`src/rtl/core/bpa_pkg.sv`:
```
package bpa_pkg;

   // fixed field widths
   localparam int ADDR_W = 32;
   localparam int CNT_W = 13;
   localparam int KIND_W = 2;
   localparam int STATUS_W = 3;
   localparam int CSR_INDEX_W = 1;

   // configuration register indexes
   localparam logic [CSR_INDEX_W-1:0] CSR_PHYS_BASE = 1'b0;
   localparam logic [CSR_INDEX_W-1:0] CSR_PAGE_COUNT = 1'b1;

   localparam logic [CNT_W-1:0] PAGE_COUNT_RESET = 13'd4096;

   // request kinds; the remaining code is a no-op
   typedef enum logic [KIND_W-1:0] {
      KIND_ALLOC = 2'd0,
      KIND_FREE = 2'd1,
      KIND_RESERVE = 2'd2
   } kind_type;

   typedef enum logic [STATUS_W-1:0] {
      STAT_OK = 3'd0,
      STAT_OUT_OF_MEMORY = 3'd1,
      STAT_OUT_OF_RANGE = 3'd2,
      STAT_MISALIGNED = 3'd3,
      STAT_ALREADY_FREE = 3'd4
   } status_type;

   typedef enum logic [2:0] {
      S_CLEAR,
      S_IDLE,
      S_PREP,
      S_SETUP,
      S_START,
      S_SWEEP,
      S_RESP
   } state_type;

   // controller to datapath
   typedef struct packed {
      logic clear;
      logic load_item;
      logic prep;
      logic setup;
      logic sweep_start;
      logic resp_load;
   } bpa_cmd_type;

   // datapath to controller
   typedef struct packed {
      logic clear_last;
      logic need_sweep;
      logic sweep_idle;
      logic out_free;
   } bpa_stat_type;

endpackage

```
`src/rtl/core/bpa_ctrl.sv`:
```
module bpa_ctrl (
   input  logic                  clock,
   input  logic                  reset,
   input  logic                  req_tvalid,
   output logic                  req_tready,
   input  bpa_pkg::bpa_stat_type stat,
   output bpa_pkg::bpa_cmd_type  cmd
);

   import bpa_pkg::*;

   state_type state_ff;
   state_type state_in;

   // state register
   always_ff @(posedge clock) begin
      if (reset) begin
         state_ff <= S_CLEAR;
      end else begin
         state_ff <= state_in;
      end
   end

   // next state and commands
   always_comb begin
      state_in = state_ff;
      cmd = '0;
      req_tready = 1'b0;
      case (state_ff)
         S_CLEAR: begin
            cmd.clear = 1'b1;
            if (stat.clear_last) begin
               state_in = S_IDLE;
            end
         end
         S_IDLE: begin
            req_tready = 1'b1;
            if (req_tvalid) begin
               cmd.load_item = 1'b1;
               state_in = S_PREP;
            end
         end
         S_PREP: begin
            cmd.prep = 1'b1;
            state_in = S_SETUP;
         end
         S_SETUP: begin
            cmd.setup = 1'b1;
            state_in = S_START;
         end
         S_START: begin
            if (stat.need_sweep) begin
               cmd.sweep_start = 1'b1;
               state_in = S_SWEEP;
            end else begin
               state_in = S_RESP;
            end
         end
         S_SWEEP: begin
            if (stat.sweep_idle) begin
               state_in = S_RESP;
            end
         end
         S_RESP: begin
            if (stat.out_free) begin
               cmd.resp_load = 1'b1;
               state_in = S_IDLE;
            end
         end
         default: begin
            state_in = S_CLEAR;
         end
      endcase
   end

endmodule

```
`config.mk`:
```
export PLATFORM = sky130hd
export DESIGN_NAME = bpa_ctrl
export DESIGN_NICKNAME = d
export VERILOG_FILES = /design/src/rtl/core/bpa_pkg.sv /design/src/rtl/core/bpa_ctrl.sv
export SDC_FILE = /design/constraint.sdc
export NUM_CORES = 1
export LEC_CHECK = 0
export BUFFER_PORTS_ARGS = -buffer_cell sky130_fd_sc_hd__buf_2
export CORE_AREA = 2 2 39 41
export DETAILED_ROUTE_END_ITERATION = 12
export DIE_AREA = 0 0 41 43
export GPL_ROUTABILITY_DRIVEN = 0
export RECOVER_POWER = 25
export SLEW_MARGIN = 15
export SYNTH_ARGS = -nofsm -noshare
export SYNTH_HDL_FRONTEND = slang
export SYNTH_SLANG_ARGS = --single-unit
```
`constraint.sdc`:
```
create_clock -name clock -period 1.7 [get_ports clock]
set_input_delay 0.17 -clock clock [delete_from_list [all_inputs] [get_ports clock]]
set_output_delay 0.17 -clock clock [all_outputs]
set_load 0.05 [all_outputs]
```
==> reports/metrics.yaml <==
insertion_delay_ns: 0.23
syn_avg_cell_area_um2: 7.73
top_regs: "state_ff: 3 flops"
dp_cells: 54
cts_root_buffer: "clkbuf_4"
critPathKind: "reg -> out"
yosys.area_share.simple_pct: 41.6
cp_num_cells: 2
worstSetupStartpointType: "flip-flop"
dieArea_um2: 1760
core_area_um2: 1380
antenna_cells: 0
ir_drop_mv: 0.382
syn_inst: 28
max_stage_delay_ns: 0.57
ys_seq_area_share_pct: 27.7
max_freq_mhz: 621
num_io_pins: 14
reg2reg_to: "state_ff[1]"
endpoint: "cmd[1]"
finalCritPeriodShare_pct: 94.7
fin_nets: 50
drt-total-wl_um: 554
grt_pass1_vias: 205
period_needed_ns: 1.61
rr_startpoint: "state_ff[1]"
antenna_found_initial: 0
drc: 0
port_buffers: 13
cts_htree_levels: 1
synthMuxAreaShare_pct: 0
ctsHoldBuffers: 0
critPathArrivalTime_ns: 1.44
rsz0062_at_grt: "false"
ys_seq_elements: 3
regToRegSetupSlack_ns: 0.43
fillCellCount: 175
setup_slack_ns: 0.0896
worstPathCellList: "nor4bb_2 > buf_2"
stdcell_count: 58
start_util_pct: 15.6
synth_area_um2: 216
power.leakage_uw: 0.000167
globalRoute.totalOverflow: 0
crit_fanout: 13
grtUsageTotal_pct: 6.83
die_h_um: 43
relSlewSlack_pct: 71.0
cts-resized-gates: 0
startpoint: "state_ff[2]"
drv_cap: 0
largest_reg_flops: 3
drt_iter0_drc: 2
synth_top_family_by_area: "simple AND/OR/NAND/NOR gates"
first_pass_iters: 4
hold_viol: 0
clock_sinks: 3
final-max-slew-violation-count: 0
hpwlAfterDp_um: 390
hp-class: "in -> reg"
cts_tree: "built"
die_x_um: 41
fin_hold_ws_ns: 0.143
wl_per_cell_um: 9.55
regMostFlops: "state_ff"
cp.required_ns: 1.53
areaGrowthSynthToFinish_pct: 53.2
row_count: 14
grt_first_pass_wirelength_um: 779
worstRegToRegCells: 3
clockBufferDepth: 2
postCtsSetupRepairBufs: 0
slowest_stage: "dfxtp_1"
path_delay_family: "flip-flops"
cts_inserted_buffers: 3
ys_warn_count: 0
clk_pin_slew_worst_paths_ns: 0.04
clock_skew_ns: 0.00309
setup_violations: 0
worstMarginPinSlew_ns: 0.435
status: "complete, no violations"
final_core_util_pct: 24.0
synth-xor-area-share_pct: 0
drive_above_1_share_pct: 47.6
vias: 249
synth-compound-area-share_pct: 24.3
synth.distinct_cells: 18
grt_max_degree: 15
synthAdderAreaFrac_pct: 0
drtAntennaViolNets: 0
worst-path-buf-inv: 1
vias_per_cell: 4.29
pre_cts_ws_ns: 0.323
cp-end-kind: "output pin"
power_density_nw_per_um2: 1130
synthesis.nets: 35
## worst min-delay path by stage
stage / start / cells past startpoint / end
final: reset / 2 / state_ff[2]
after global routing: reset / 2 / state_ff[2]
after CTS: reset / 2 / state_ff[2]
after detailed placement: reset / 2 / state_ff[2]
after global placement: reset / 2 / state_ff[2]
after floorplan: reset / 1 / state_ff[0]
## stage by stage
step                power [µW]  setup TNS, ns  cell area, µm²
floorplan                  223         -0.348             233
global placement           251              0             304
detailed placement         253              0             304
CTS                        382              0             330
global route               399              0             332
finish                     374              0             332
## logic make-up after synthesis
| group | Yosys count |
|---|---|
| simple gates | 14 |
| compound gates | 8 |
| flops | 3 |
| buf+inv | 3 |
## area by class of cell
type	instances	area [µm²]	area share (%)
repair buffers	13	65.1	19.6
clock buffers	4	26.3	7.92
well taps	16	20.0	6.04
multi-input cells	22	159	47.9
flip-flops and latches	3	61.3	18.5
## metal layers
metal  up-vias  track usage [%]  wire [µm]
li1        133                -          -
met1       108             7.40        261
met2         8             9.38        241
met3         0             4.71         51
met4         0             4.00          0
met5         -                0          0
## synthesized netlist by cell type, drive strengths merged
| cell | instances | area (µm²) |
|---|---|---|
| or3 | 1 | 6.26 |
| o21ai | 1 | 5.00 |
| clkbuf | 1 | 3.75 |
| nor3b | 2 | 15.0 |
| buf | 2 | 10.0 |
| nor2b | 1 | 6.26 |
| and2 | 1 | 6.26 |
| nor4bb | 1 | 10.0 |
| nand2 | 2 | 7.51 |
| o211a | 2 | 20.0 |
| nor3 | 2 | 10.0 |
| a31oi | 2 | 12.5 |
| nor4b | 1 | 8.76 |
| nor4 | 1 | 6.26 |
| nor2 | 1 | 3.75 |
| and4b | 1 | 10.0 |
| dfxtp | 3 | 60.1 |
| a21oi | 3 | 15.0 |
## power by group
part	internal, µW	leakage, µW	switching (µW)
Sequential	81.4	0.0000249	33.3
Clock	87.7	0.0000150	34.0
Combinational	44.6	0.000127	93.3
## placed cells by master (no fill, tap or decap), types with 2 or more instances in the layout
| cell | netlist | routed |
|---|---|---|
| a31oi_1 | 2 | 2 |
| nand2_1 | 2 | 2 |
| clkbuf_4 | 0 | 3 |
| nor3b_2 | 0 | 2 |
| buf_2 | 2 | 13 |
| nor3_1 | 2 | 2 |
| dfxtp_1 | 3 | 2 |
| a21oi_1 | 3 | 3 |
| o211a_1 | 2 | 2 |
Power figures use the tool's default switching activity.
